$ cat src/hta_pkg.sv
// handle table allocator package: operation and status codes, register map,
// payload widths, memory control struct. no dependencies.
`timescale 1ns / 1ps
`default_nettype none

package hta_pkg;

  // operation codes carried in func
  typedef enum logic [2:0] {
    FN_ALLOC       = 3'd0,
    FN_DESTROY     = 3'd1,
    FN_MAP         = 3'd2,
    FN_UNLOCK      = 3'd3,
    FN_FREE_LOCKED = 3'd4
  } func_e;

  // result status codes
  typedef enum logic [2:0] {
    ST_OK      = 3'd0,
    ST_FULL    = 3'd1,
    ST_INVALID = 3'd2,
    ST_BUSY    = 3'd3,
    ST_CLOSING = 3'd4
  } status_e;

  // register map
  localparam int unsigned ADDR_W = 3;
  localparam logic REG_TABLE_CLOSING = 1'b0;

  // fixed payload widths
  localparam int unsigned HANDLE_W = 32;
  localparam int unsigned OBJECT_W = 31;
  localparam int unsigned ISSUED_W = 15;
  localparam int unsigned OPEN_W   = 13;

  // entry memory port controls
  typedef struct packed {
    logic rd_en;
    logic wr_en;
  } mem_ctl_t;

endpackage

`default_nettype wire

$ cat src/hta_ctrl.sv
// sequencer: reads an entry, decides the operation, writes the entry back,
// chains a freshly opened chunk and holds the result. depends on hta_pkg.
`timescale 1ns / 1ps
`default_nettype none

module hta_ctrl #(
  parameter int unsigned DEPTH  = 4096,
  parameter int unsigned CHUNK  = 512,
  parameter int unsigned OBJ_W  = 31,
  parameter int unsigned IDX_W  = $clog2(DEPTH),
  parameter int unsigned ENT_W  = OBJ_W + IDX_W + 2
) (
  input  wire                            clk_i,
  input  wire                            rst_ni,
  input  wire                            closing_i,
  input  wire                            in_valid_i,
  output logic                           in_stall_o,
  input  wire  [2:0]                     func_i,
  input  wire  [hta_pkg::HANDLE_W-1:0]   handle_i,
  input  wire  [hta_pkg::OBJECT_W-1:0]   object_i,
  output logic                           out_valid_o,
  input  wire                            out_stall_i,
  output logic [2:0]                     status_o,
  output logic [hta_pkg::ISSUED_W-1:0]   issued_handle_o,
  output logic [hta_pkg::OBJECT_W-1:0]   found_object_o,
  output logic [hta_pkg::OPEN_W-1:0]     open_count_o,
  output hta_pkg::mem_ctl_t              mem_ctl_o,
  output logic [IDX_W-1:0]               rd_addr_o,
  output logic [IDX_W-1:0]               wr_addr_o,
  output logic [ENT_W-1:0]               wr_data_o,
  input  wire  [ENT_W-1:0]               rd_data_i
);
  import hta_pkg::*;

  localparam int unsigned CNT_W    = $clog2(DEPTH + 1);
  localparam int unsigned NONE_BIT = OBJ_W + IDX_W;
  localparam int unsigned LOCK_BIT = NONE_BIT + 1;

  localparam logic [1:0] S_IDLE  = 2'd0;
  localparam logic [1:0] S_EXEC  = 2'd1;
  localparam logic [1:0] S_CHAIN = 2'd2;

  logic [1:0]        state_q, state_d;
  logic [2:0]        func_q;
  logic [OBJ_W-1:0]  obj_q;
  logic              hvalid_q;
  logic [IDX_W-1:0]  idx_q;
  logic [IDX_W-1:0]  head_q, head_d;
  logic              head_none_q, head_none_d;
  logic [CNT_W-1:0]  high_q, high_d;
  logic [CNT_W-1:0]  inuse_q, inuse_d;
  logic [CNT_W-1:0]  chain_i_q, chain_i_d;
  logic [CNT_W-1:0]  chain_end_q, chain_end_d;
  logic              out_valid_q, out_valid_d;
  status_e           status_q, status_d;
  logic [ISSUED_W-1:0] issued_q, issued_d;
  logic [OBJECT_W-1:0] found_q, found_d;
  logic [OPEN_W-1:0] open_q, open_d;

  logic              accept;
  logic [29:0]       hq, hq_m1;
  logic              h_in_range;
  logic [IDX_W-1:0]  h_idx;

  // entry fields from the read port
  logic [OBJ_W-1:0]  rd_obj;
  logic [IDX_W-1:0]  rd_link;
  logic              rd_none;
  logic              rd_lock;
  logic              entry_used;
  logic              can_out;

  assign rd_obj  = rd_data_i[OBJ_W-1:0];
  assign rd_link = rd_data_i[NONE_BIT-1:OBJ_W];
  assign rd_none = rd_data_i[NONE_BIT];
  assign rd_lock = rd_data_i[LOCK_BIT];

  // handle decode: index = (handle >> 2) - 1, bounded by the high water mark
  assign hq         = handle_i[31:2];
  assign hq_m1      = hq - 30'd1;
  assign h_in_range = (hq != 30'd0) && (hq <= 30'(high_q));
  assign h_idx      = hq_m1[IDX_W-1:0];

  // input transaction and entry read
  assign in_stall_o      = (state_q != S_IDLE);
  assign accept          = in_valid_i && !in_stall_o;
  assign mem_ctl_o.rd_en = accept;
  assign rd_addr_o       = (func_e'(func_i) == FN_ALLOC) ? head_q : h_idx;

  assign entry_used = hvalid_q && (rd_obj != '0);
  assign can_out    = !out_valid_q || !out_stall_i;

  // operation decision and write back
  always_comb begin
    logic [31:0]      sum32;
    logic [31:0]      iss32;
    logic [31:0]      open32;
    logic [CNT_W-1:0] end_v;
    logic [CNT_W-1:0] nxt;
    logic [CNT_W-1:0] cnxt;

    state_d         = state_q;
    head_d          = head_q;
    head_none_d     = head_none_q;
    high_d          = high_q;
    inuse_d         = inuse_q;
    chain_i_d       = chain_i_q;
    chain_end_d     = chain_end_q;
    out_valid_d     = out_valid_q && out_stall_i;
    status_d        = status_q;
    issued_d        = issued_q;
    found_d         = found_q;
    open_d          = open_q;
    mem_ctl_o.wr_en = 1'b0;
    wr_addr_o       = idx_q;
    wr_data_o       = rd_data_i;
    sum32           = 32'(high_q) + 32'(CHUNK);
    end_v           = (sum32 > 32'(DEPTH)) ? CNT_W'(DEPTH) : sum32[CNT_W-1:0];
    nxt             = high_q + CNT_W'(1);
    cnxt            = chain_i_q + CNT_W'(1);
    iss32           = 32'd0;
    open32          = 32'd0;

    case (state_q)
      S_IDLE: begin
        if (accept) begin
          state_d = S_EXEC;
        end
      end
      S_EXEC: begin
        if (can_out) begin
          out_valid_d = 1'b1;
          status_d    = ST_INVALID;
          issued_d    = '0;
          found_d     = '0;
          state_d     = S_IDLE;
          case (func_q)
            FN_ALLOC: begin
              if (obj_q == '0) begin
                status_d = ST_INVALID;
              end else if (!head_none_q) begin
                // pop the free list
                mem_ctl_o.wr_en = 1'b1;
                wr_addr_o   = head_q;
                wr_data_o   = {1'b0, rd_none, rd_link, obj_q};
                head_d      = rd_link;
                head_none_d = rd_none;
                inuse_d     = inuse_q + CNT_W'(1);
                iss32       = (32'(head_q) + 32'd1) << 2;
                issued_d    = iss32[ISSUED_W-1:0];
                status_d    = ST_OK;
              end else if (high_q >= CNT_W'(DEPTH)) begin
                status_d = ST_FULL;
              end else begin
                // open a new chunk, issue its first entry
                mem_ctl_o.wr_en = 1'b1;
                wr_addr_o   = high_q[IDX_W-1:0];
                wr_data_o   = {1'b0, 1'b1, IDX_W'(0), obj_q};
                high_d      = end_v;
                chain_end_d = end_v;
                inuse_d     = inuse_q + CNT_W'(1);
                iss32       = (32'(high_q) + 32'd1) << 2;
                issued_d    = iss32[ISSUED_W-1:0];
                status_d    = ST_OK;
                if (nxt < end_v) begin
                  head_d      = nxt[IDX_W-1:0];
                  head_none_d = 1'b0;
                  chain_i_d   = nxt;
                  state_d     = S_CHAIN;
                end else begin
                  head_none_d = 1'b1;
                end
              end
            end
            FN_DESTROY, FN_MAP: begin
              if (!entry_used) begin
                status_d = ST_INVALID;
              end else if (closing_i) begin
                status_d = ST_CLOSING;
              end else if (rd_lock) begin
                status_d = ST_BUSY;
              end else if (func_q == FN_DESTROY) begin
                mem_ctl_o.wr_en = 1'b1;
                wr_data_o   = {1'b0, head_none_q, head_q, OBJ_W'(0)};
                head_d      = idx_q;
                head_none_d = 1'b0;
                if (inuse_q != '0) begin
                  inuse_d = inuse_q - CNT_W'(1);
                end
                status_d = ST_OK;
              end else begin
                mem_ctl_o.wr_en = 1'b1;
                wr_data_o = {1'b1, rd_none, rd_link, rd_obj};
                found_d   = OBJECT_W'(rd_obj);
                status_d  = ST_OK;
              end
            end
            FN_UNLOCK: begin
              if (entry_used) begin
                mem_ctl_o.wr_en = 1'b1;
                wr_data_o = {1'b0, rd_none, rd_link, rd_obj};
                status_d  = ST_OK;
              end
            end
            FN_FREE_LOCKED: begin
              if (entry_used && rd_lock) begin
                mem_ctl_o.wr_en = 1'b1;
                wr_data_o   = {1'b0, head_none_q, head_q, OBJ_W'(0)};
                head_d      = idx_q;
                head_none_d = 1'b0;
                if (inuse_q != '0) begin
                  inuse_d = inuse_q - CNT_W'(1);
                end
                status_d = ST_OK;
              end
            end
            default: begin
              status_d = ST_INVALID;
            end
          endcase
          open32 = 32'(inuse_d);
          open_d = open32[OPEN_W-1:0];
        end
      end
      S_CHAIN: begin
        // link the rest of the chunk in ascending order, last one marked none
        mem_ctl_o.wr_en = 1'b1;
        wr_addr_o = chain_i_q[IDX_W-1:0];
        wr_data_o = {1'b0, (cnxt == chain_end_q), cnxt[IDX_W-1:0], OBJ_W'(0)};
        chain_i_d = cnxt;
        if (cnxt == chain_end_q) begin
          state_d = S_IDLE;
        end
      end
      default: begin
        state_d = S_IDLE;
      end
    endcase
  end

  // control state
  always_ff @(posedge clk_i or negedge rst_ni) begin
    if (!rst_ni) begin
      state_q     <= S_IDLE;
      head_q      <= '1;
      head_none_q <= 1'b1;
      high_q      <= '0;
      inuse_q     <= '0;
      chain_i_q   <= '0;
      chain_end_q <= '0;
      out_valid_q <= 1'b0;
    end else begin
      state_q     <= state_d;
      head_q      <= head_d;
      head_none_q <= head_none_d;
      high_q      <= high_d;
      inuse_q     <= inuse_d;
      chain_i_q   <= chain_i_d;
      chain_end_q <= chain_end_d;
      out_valid_q <= out_valid_d;
    end
  end

  // captured transaction and result payload
  always_ff @(posedge clk_i) begin
    if (accept) begin
      func_q   <= func_i;
      obj_q    <= object_i[OBJ_W-1:0];
      hvalid_q <= h_in_range;
      idx_q    <= h_idx;
    end
    status_q <= status_d;
    issued_q <= issued_d;
    found_q  <= found_d;
    open_q   <= open_d;
  end

  assign out_valid_o     = out_valid_q;
  assign status_o        = status_q;
  assign issued_handle_o = issued_q;
  assign found_object_o  = found_q;
  assign open_count_o    = open_q;

  // handles in use never pass the opened range
  a_inuse_bound: assert property (@(posedge clk_i) disable iff (!rst_ni)
    inuse_q <= high_q) else $error("handles in use above high water");

  // high water never passes the store depth
  a_high_bound: assert property (@(posedge clk_i) disable iff (!rst_ni)
    high_q <= CNT_W'(DEPTH)) else $error("high water above depth");

  // free list head always names an opened entry
  a_head_opened: assert property (@(posedge clk_i) disable iff (!rst_ni)
    !head_none_q |-> (CNT_W'(head_q) < high_q)) else $error("free head outside opened range");

  // chaining stays inside the chunk that was just opened
  a_chain_range: assert property (@(posedge clk_i) disable iff (!rst_ni)
    (state_q == S_CHAIN) |-> (chain_i_q < chain_end_q) && (chain_end_q == high_q))
    else $error("chain pointer out of chunk");

  // an item in execution with the output free has its result registered in out_valid_q
  a_exec_result: assert property (@(posedge clk_i) disable iff (!rst_ni)
    (state_q == S_EXEC) && can_out |=> out_valid_q) else $error("result lost");

endmodule

`default_nettype wire

$ cat config.mk
export PLATFORM = sky130hd
export DESIGN_NAME = hta_ctrl
export DESIGN_NICKNAME = d
export VERILOG_FILES = /design/src/hta_pkg.sv /design/src/hta_ctrl.sv
export SDC_FILE = /design/constraint.sdc
export NUM_CORES = 1
export LEC_CHECK = 0
export BUFFER_PORTS_ARGS = -buffer_cell sky130_fd_sc_hd__buf_2
export CORE_ASPECT_RATIO = 1.4
export CORE_UTILIZATION = 55
export CTS_BUF_LIST = sky130_fd_sc_hd__clkbuf_16
export DETAILED_ROUTE_END_ITERATION = 12
export PLACE_DENSITY = 0.78
export SLEW_MARGIN = 20
export SYNTH_ARGS = -nofsm -noshare
export SYNTH_HDL_FRONTEND = slang
export SYNTH_SLANG_ARGS = --single-unit
$ cat constraint.sdc
create_clock -name clk_i -period 7.49 [get_ports clk_i]
set_input_delay 1.498 -clock clk_i [delete_from_list [all_inputs] [get_ports clk_i]]
set_output_delay 1.498 -clock clk_i [all_outputs]
set_load 0.02 [all_outputs]
Yosys cells after proc, flatten, opt, wreduce, memory -nomap -nowiden
Index checks and enable logic that the tools add are counted.
W data, S select, Z words.
{"block": "word_totals", "register_bits": 164, "inputBits": 116, "out_inout_bits": 135}
{"block": "op_classes", "n_addsub": 8, "magnitude_cmp": 4, "eq_ne": 23, "n_mux": 90, "n_bitwise": 6, "n_reduce_logical": 29}
{"cell": "$mux W45", "count": 10}
{"cell": "$mux W13", "count": 16}
{"cell": "$mux W12", "count": 15}
{"cell": "$pmux W45 S4", "count": 1}
{"cell": "$pmux W45 S2", "count": 1}
{"cell": "$add A13 B1 Y13 const B", "count": 4}
{"cell": "$pmux W13 S3", "count": 1}
{"cell": "$pmux W12 S3", "count": 1}
{"cell": "$logic_not A31 Y1", "count": 1}
{"cell": "$reduce_bool A31 Y1", "count": 1}
{"cell": "$le A30 B13 Y1", "count": 1}
{"cell": "$mux W15", "count": 2}
{"cell": "$reduce_bool A30 Y1", "count": 1}
{"cell": "$ne A2 B2 Y1 const B", "count": 13}
{"cell": "$pmux W13 S2", "count": 1}
{"cell": "$mux W2", "count": 12}
{"cell": "$pmux W12 S2", "count": 1}
{"cell": "$mux W1", "count": 22}
{"cell": "$add A13 B10 Y14 const B", "count": 1}
{"cell": "$gt A14 B13 Y1 const B", "count": 1}
{"cell": "$add A12 B1 Y13 const B", "count": 1}
{"cell": "$eq A13 B13 Y1", "count": 1}
{"cell": "$ge A13 B13 Y1 const B", "count": 1}
{"cell": "$lt A13 B13 Y1", "count": 1}
{"cell": "other kinds (33)", "count": 50}

Logic depth before layout (Yosys ltp)
Gate-level depths: netlist of run 1.
{"block": "depth", "ltp_word": 11, "mapped_depth": 15}

Worst setup path before layout of run 1
OpenSTA, ideal clock, no wires.
{"block": "synth_timing", "kind": "input to output", "from": "in in_valid_i", "to": "out mem_ctl_o[1] in the netlist's numbering", "arrival_ns": 3.962, "required_ns": 5.992, "path_slack_ns": 2.030, "cell_stages": 3, "cell_sequence": "inv_1 nor2_1 buf_4"}
{"block": "synth_via", "elab_chain_len": 1}
{"element": "from (decl)", "line_no": "hta_ctrl.sv:16", "source": "input wire in_valid_i,"}
{"element": "$logic_and A1 B1 Y1", "line_no": "hta_ctrl.sv:86", "source": "assign accept = in_valid_i && !in_stall_o;"}
{"element": "to (decl)", "line_no": "hta_ctrl.sv:27", "source": "output hta_pkg::mem_ctl_t mem_ctl_o,"}
Every way passes these cells.

Worst setup path after layout of run 1
{"block": "layout_timing", "from": "in rd_data_i[7]", "to": "out wr_data_o[22]"}
{"block": "layout_via", "elab_chain_len": 7}
{"element": "from (decl)", "line_no": "hta_ctrl.sv:31", "source": "input wire [ENT_W-1:0] rd_data_i"}
{"element": "$reduce_bool A31 Y1 *", "line_no": "hta_ctrl.sv:90", "source": "assign entry_used = hvalid_q && (rd_obj != '0);"}
{"element": "$logic_and A1 B1 Y1 *", "line_no": "hta_ctrl.sv:90"}
{"element": "$logic_and A1 B1 Y1", "line_no": "hta_ctrl.sv:206", "source": "if (entry_used && rd_lock) begin"}
{"element": "$mux W45", "line_no": "hta_ctrl.sv:206"}
{"element": "$pmux W45 S4 *", "line_no": "hta_ctrl.sv:137", "source": "case (func_q)"}
{"element": "$mux W45 *", "line_no": "hta_ctrl.sv:131", "source": "if (can_out) begin"}
{"element": "$pmux W45 S2 *", "line_no": "hta_ctrl.sv:124", "source": "case (state_q)"}
{"element": "to (decl)", "line_no": "hta_ctrl.sv:30", "source": "output logic [ENT_W-1:0] wr_data_o,"}
Every way passes the cells marked *; elsewhere a longest branch is shown, timed or not.

==> results.cfg, run 1 <==
[status]
status = complete, no violations

[power_and_ir_drop]
ir_drop_mv = 0.143
net-switching-power_mw = 0.440
sw_frac_of_total = 0.229
p_int_mw = 1.48
p_leak_nw = 5.39
pwr-share-comb = 0.048
power_density_nw_per_um2 = 147
seqPwrFrac = 0.494
clkPwrFrac = 0.458

[die]
row_count = 61
initial_utilization = 0.561
fp.dieW_um = 122
coreArea_sq_um = 19800
io_pins = 251
dieArea_sq_um = 20800
die_h_um = 170

[critical_path]
reg2reg_from = chain_end_q[10]
cpMostUsedCell = buf_2
cp-startpoint = rd_data_i[7]
path_depth = 10
worst_path_max_delay_cell = a21oi_1
slowest_delay_ps = 800
ff2ff_setup_slack_ps = 2910
path_max_fanout = 31
crit_family = compound AO/OA/AOI/OAI gates
worst-r2r-cell-count = 13
path_buf_inv = 3
crit_path_end_kind = output port
endpoint = wr_data_o[22]
worstPathArrival_ps = 4540
startpoint_type = input pin
required_ps = 5990
path_cells = buf_2 > nor4_1 > nand4_1 > o21a_1 > a21oi_1 > a211oi_1 > o21ai_2 > buf_4 > a22o_1 > buf_2
reg2reg_to = head_q[1]
critical_path_class = input pin to output port

[global_route]
grt_pass1_wl_um = 57800
antenna_found_initial = 2
grt_max_degree = 74
grt_util_all_layers = 0.377
overflow = 0
grt_pass1_vias = 10300

[final_layout]
drive_gt1_frac = 0.257
fillers = 1696
nets = 1541
final_area_sq_um = 13100
areaGrowthSynthToFinish_pct = 17.2

[clocking]
root_buffer = clkbuf_16
cts_tree = built
ctsResizeCount = 0
cts-hold-fix-buffers = 0
htreeDepth = 4
cts.sinks = 162
cts_buffers = 17
clockBufferDepth = 2
postCtsSetupRepairBufs = 0
clock_latency_ps = 460
clk_pin_slew_ps = 60

[timing]
setup_viol = 0
fin_crit_sh = 0.806
fin_tns_setup_ps = 0
fmax_mhz = 166
max-slew-margin-rel = 0.326
drv_slew = 0
rsz0062_at_grt = false
skew_ps = 16.1
worstMarginPinSlew_ps = 1010
finalHoldViolCount = 0
layout_min_cycle_time_ps = 6040

[synthesis]
async_reset_ff_frac = 0.340
syn_area_sq_um = 11100
seq_area_frac_synth = 0.414
yosys_register_bits = 162
synthFlopType = edfxtp_1
yosysUniqueCellTypes = 84
syn_inst = 1192
avgSynthCellArea_sq_um = 9.34
yosys_warnings = 0
synth_edf_count = 107

[place]
portBuffers = 246
dp_hpwl_um = 27900
gp_congestion = 1.01
dpl_cell_area_sq_um = 12500

[route]
postRouteAntennaNets = 0
drc_errors = 0
routed_via_density = 6.44
first_pass_iters = 6
finalWirelength_um = 38300
drtIter0Drc = 967
vias = 10700
wl_per_cell_um = 23.2

[flow_run]
cap_violations = 0

[worst_hold_path]
worstHoldPathType = register to register
## metrics by stage
stage / hold slack, ps / utilization / setup WS (ps) / power, mW / cells
detailed placement: 553 / 0.628 / 1520 / 1.06 / 1620
floorplan: 478 / - / 2030 / 1.00 / 1193
global placement: 543 / 0.628 / 1600 / 1.06 / 1620
CTS: 562 / 0.658 / 1500 / 1.92 / 1652
global route: 600 / 0.658 / 1310 / 1.96 / 1654
finish: 564 / 0.658 / 1450 / 1.92 / 1654
## power groups by stage
stage	clock network [mW]	registers [mW]	logic, mW
finish	0.881	0.950	0.0914
global route	0.915	0.950	0.0994
CTS	0.882	0.950	0.0907
detailed placement	0	0.969	0.0898
global placement	0	0.969	0.0880
floorplan	0	0.969	0.0328
## sequential cells by signal, indices dropped and copies added, names as in the netlist, 2 cells and up
register and flops:
status_o 3, obj_q 31, head_q 12, open_count_o 13
chain_end_q 13, func_q 3, issued_handle_o 13, inuse_q 13
state_q 2, chain_i_q 13, found_object_o 31, idx_q 12
## synthesized netlist by cell type, types with 28 or more instances
cell	count	area share
a21oi_1	65	0.029
and2_1	38	0.021
ha_1	38	0.043
nand3_1	34	0.015
xnor2_1	44	0.035
o21ai_0	68	0.031
dfrtp_1	42	0.094
a22o_1	33	0.026
nor3_1	28	0.013
clkbuf_1	67	0.023
edfxtp_1	107	0.29
nor2_1	109	0.037
nand2_1	93	0.031
inv_1	49	0.017
## layout make-up
cell class	count	area (sq um)	area share
multi-input cells	894	6010	0.460
repair buffers	263	1360	0.104
well taps	252	315	0.0241
diodes	2	5.00	0.000383
inverters	49	184	0.0141
clock buffers	17	425	0.0326
flip-flops and latches	162	4610	0.353
clock inverters	15	158	0.0121
## cell families after synthesis
| family | share of synthesized area |
|---|---|
| compound gates | 0.202 |
| other cells | 0.000337 |
| flops | 0.414 |
| simple gates | 0.190 |
| fa+ha+maj | 0.0427 |
| buf+inv | 0.0500 |
| xor+xnor | 0.0481 |
| mux | 0.0534 |
## layer usage
metal,vias up,track usage,wire [um]
met2,608,0.643,19100
li1,4804,-,-
met1,5068,0.409,13100
met5,-,0,0
met4,0,0.284,3010
met3,180,0.0747,3020
## worst min-delay path by stage
stage | start | end | cells past startpoint
4_1_cts | head_q[10] | head_q[10] | 2
3_3_place_gp | head_q[10] | head_q[10] | 2
3_5_place_dp | head_q[10] | head_q[10] | 2
6_report | head_q[10] | head_q[10] | 2
5_1_grt | head_q[10] | head_q[10] | 2
2_1_floorplan | head_q[10] | head_q[10] | 2
## cell usage in the layout (no fill, tap or decap), types with 12 or more instances in the layout
| cell | netlist | routed |
|---|---|---|
| buf_2 | 10 | 246 |
| nor2_1 | 109 | 108 |
| edfxtp_1 | 107 | 107 |
| nand2_1 | 93 | 93 |
| o21ai_0 | 68 | 68 |
| a21oi_1 | 65 | 65 |
| inv_1 | 49 | 50 |
| xnor2_1 | 44 | 44 |
| dfrtp_1 | 42 | 42 |
| and2_1 | 38 | 38 |
| ha_1 | 38 | 38 |
| nand3_1 | 34 | 34 |
| a22o_1 | 33 | 33 |
| nor4_1 | 27 | 26 |
| nor3_1 | 28 | 26 |
| mux2i_1 | 23 | 23 |
| mux2_2 | 21 | 21 |
| nand4_1 | 20 | 20 |
| o22ai_1 | 19 | 19 |
| clkbuf_16 | 0 | 17 |
| buf_4 | 5 | 17 |
| o21a_1 | 14 | 14 |
| o2bb2ai_1 | 13 | 13 |
| dfstp_2 | 13 | 13 |
| or3_1 | 12 | 12 |
| xor2_1 | 12 | 12 |
## worst register-to-register path: stages, from the launching register on
cell      delay (ps)
dfrtp_1          540
inv_1            250
ha_1             360
nor4_1           250
a41o_4           340
nand2_1          120
ha_1             320
o21a_1           170
o21a_1           180
o31ai_2          470
a211oi_4         110
or3_4            420
a31oi_4          570
mux2_2           420
Note: power is estimated with default switching activity, not from simulation.
==> run 2: changes to the inputs <==
--- a/config.mk
+++ b/config.mk
@@ -7,10 +7,10 @@
 export LEC_CHECK = 0
 export BUFFER_PORTS_ARGS = -buffer_cell sky130_fd_sc_hd__buf_2
 export CORE_ASPECT_RATIO = 1.4
-export CORE_UTILIZATION = 55
+export CORE_UTILIZATION = 50
 export CTS_BUF_LIST = sky130_fd_sc_hd__clkbuf_16
 export DETAILED_ROUTE_END_ITERATION = 12
-export PLACE_DENSITY = 0.78
+export PLACE_DENSITY = 0.75
 export SLEW_MARGIN = 20
 export SYNTH_ARGS = -nofsm -noshare
 export SYNTH_HDL_FRONTEND = slang
==> constraint.sdc (replaced) <==
create_clock -name clk_i -period 5.15 [get_ports clk_i]
set_input_delay 1.03 -clock clk_i [delete_from_list [all_inputs] [get_ports clk_i]]
set_output_delay 1.03 -clock clk_i [all_outputs]
set_load 0.02 [all_outputs]
==> run 2 against run 1 <==
- critical endpoint is now wr_data_o[43]
- setup slack lost 1000 ps
- combinational power increased by 48%
- routed wire length grew 0.48%
- power is 45% higher
- clock power increased by 43%
- cell count grew 3.3%
- worst hold slack better by 16 ps
- sequential share of layout area fell by 0.29 points
- final area increased by 0.84%
- register-to-register slack got worse by 2200 ps
==> results.cfg, run 2 (synthesis gave the netlist of run 1 again) <==
[route]
wl_per_cell_um = 22.5
vias = 10600
highest_layer = met4
first_pass_iters = 9
routed_via_density = 6.19
drtIter0Drc = 835
wl_met2_um = 18800
postRouteAntennaNets = 0
finalWirelength_um = 38500
routed-wl-met3_um = 2700
drt-met1-wl_um = 13800
drc_errors = 0

[critical_path]
cpMostUsedCell = nand4_1
worst_path_max_delay_cell = nor4_2
crit_family = simple AND/OR/NAND/NOR gates
crit_path_end_kind = output port
required_ps = 4120
path_max_fanout = 8
startpoint_type = register
path_buf_inv = 1
slowest_delay_ps = 530
worstPathArrival_ps = 3710
path_cells = ha_1 > nand4_1 > or3_1 > a311oi_1 > nand4_1 > nor4_2 > nand2_1 > a21oi_1 > buf_2
critical_path_class = register to output port

[timing]
final.setup.worst_slack_ps = 414
setup_viol = 0
fin_tns_setup_ps = 0
fmax_mhz = 211
layout_min_cycle_time_ps = 4740
fin_crit_sh = 0.920
drv_slew = 0
worstMarginPinSlew_ps = 913
max-slew-margin-rel = 0.389
skew_ps = 12.2
finalHoldViolCount = 0
rsz0062_at_grt = false

[global_route]
grt_pass1_wl_um = 57600
grt_pass1_vias = 10200
grt_util_all_layers = 0.342
overflow = 0
antenna_found_initial = 1
grt_max_degree = 74

[die]
die_h_um = 179
initial_utilization = 0.510
coreArea_sq_um = 21900
fp.dieW_um = 128
io_pins = 251
row_count = 64
dieArea_sq_um = 22900

[final_layout]
multi_input_area_sq_um = 6000
mostFrequentLayoutCells = buf_2 (246), nor2_1 (108), edfxtp_1 (107)
final_common_cell = buf_2
areaGrowthSynthToFinish_pct = 18.2
drive_gt1_frac = 0.262
fillers = 1957
regArea_sq_um = 4610
nets = 1551

[place]
portBuffers = 246
gp_congestion = 1.04
post-place-ws_ps = 616
dp_hpwl_um = 28800

[power_and_ir_drop]
ir_drop_mv = 0.229
p_leak_nw = 5.44
power_density_nw_per_um2 = 211

[clocking]
postCtsSetupRepairBufs = 0
ctsResizeCount = 0
clock_latency_ps = 440
root_buffer = clkbuf_16
cts_buffers = 17
clockBufferDepth = 2
clk_pin_slew_ps = 70
cts-hold-fix-buffers = 0
htreeDepth = 4
cts.sinks = 162
cts_tree = built

[flow_run]
cap_violations = 0

[status]
status = complete, no violations

[worst_hold_path]
worstHoldPathType = register to register
==> run 2: changes by cell type in the layout (fill, tap and decap cells not counted), sizes merged <==
cell      previous run  this run
inv                 56        57
bufinv               2         1
buf                263       273
clkinvlp             5         2
diode                2         1
clkinv               1         4
==> run 2: cell type report <==
cell class              instances  area share
clock buffers                  17      0.0323
well taps                     297      0.0282
repair buffers                273       0.109
inverters                      49      0.0140
diodes                          1    0.000190
clock inverters                15      0.0109
flip-flops and latches        162       0.350
multi-input cells             894       0.456
==> run 2: layer usage <==
metal | up-vias | GRT usage
li1 | 4815 | -
met1 | 4975 | 0.372
met2 | 600 | 0.585
met3 | 175 | 0.0681
met4 | 0 | 0.263
met5 | - | 0
==> run 2: stage by stage <==
step / power (mW) / utilization / area, sq um / hold slack, ps / std cells
global placement: 1.54 / 0.576 / 12600 / 543 / 1675
floorplan: 1.46 / - / 11100 / 478 / 1193
finish: 2.78 / 0.602 / 13200 / 580 / 1708
detailed placement: 1.54 / 0.576 / 12600 / 553 / 1675
global route: 2.85 / 0.602 / 13200 / 584 / 1708
CTS: 2.79 / 0.602 / 13200 / 563 / 1707
==> run 2: power by group <==
group	leakage, nW	internal, mW	total (mW)	switching [mW]
clock network	0.276	0.679	1.26	0.585
registers	1.55	1.38	1.38	0.0000000000000000220
logic	3.61	0.0559	0.135	0.0794
total	5.44	2.12	2.78	0.664
==> run 2: final timing paths <==
kind	start	endpoint	slack [ps]	cells past startpoint
max	chain_i_q[0]	wr_data_o[43]	410	9
min	inuse_q[6]	inuse_q[6]	580	1
max reg2reg	chain_end_q[9]	head_q[0]	710	13
min reg2reg	inuse_q[6]	inuse_q[6]	580	1
max in group asynchronous	rst_ni	chain_end_q[12]	3850	2
min in group asynchronous	rst_ni	out_valid_o	770	2
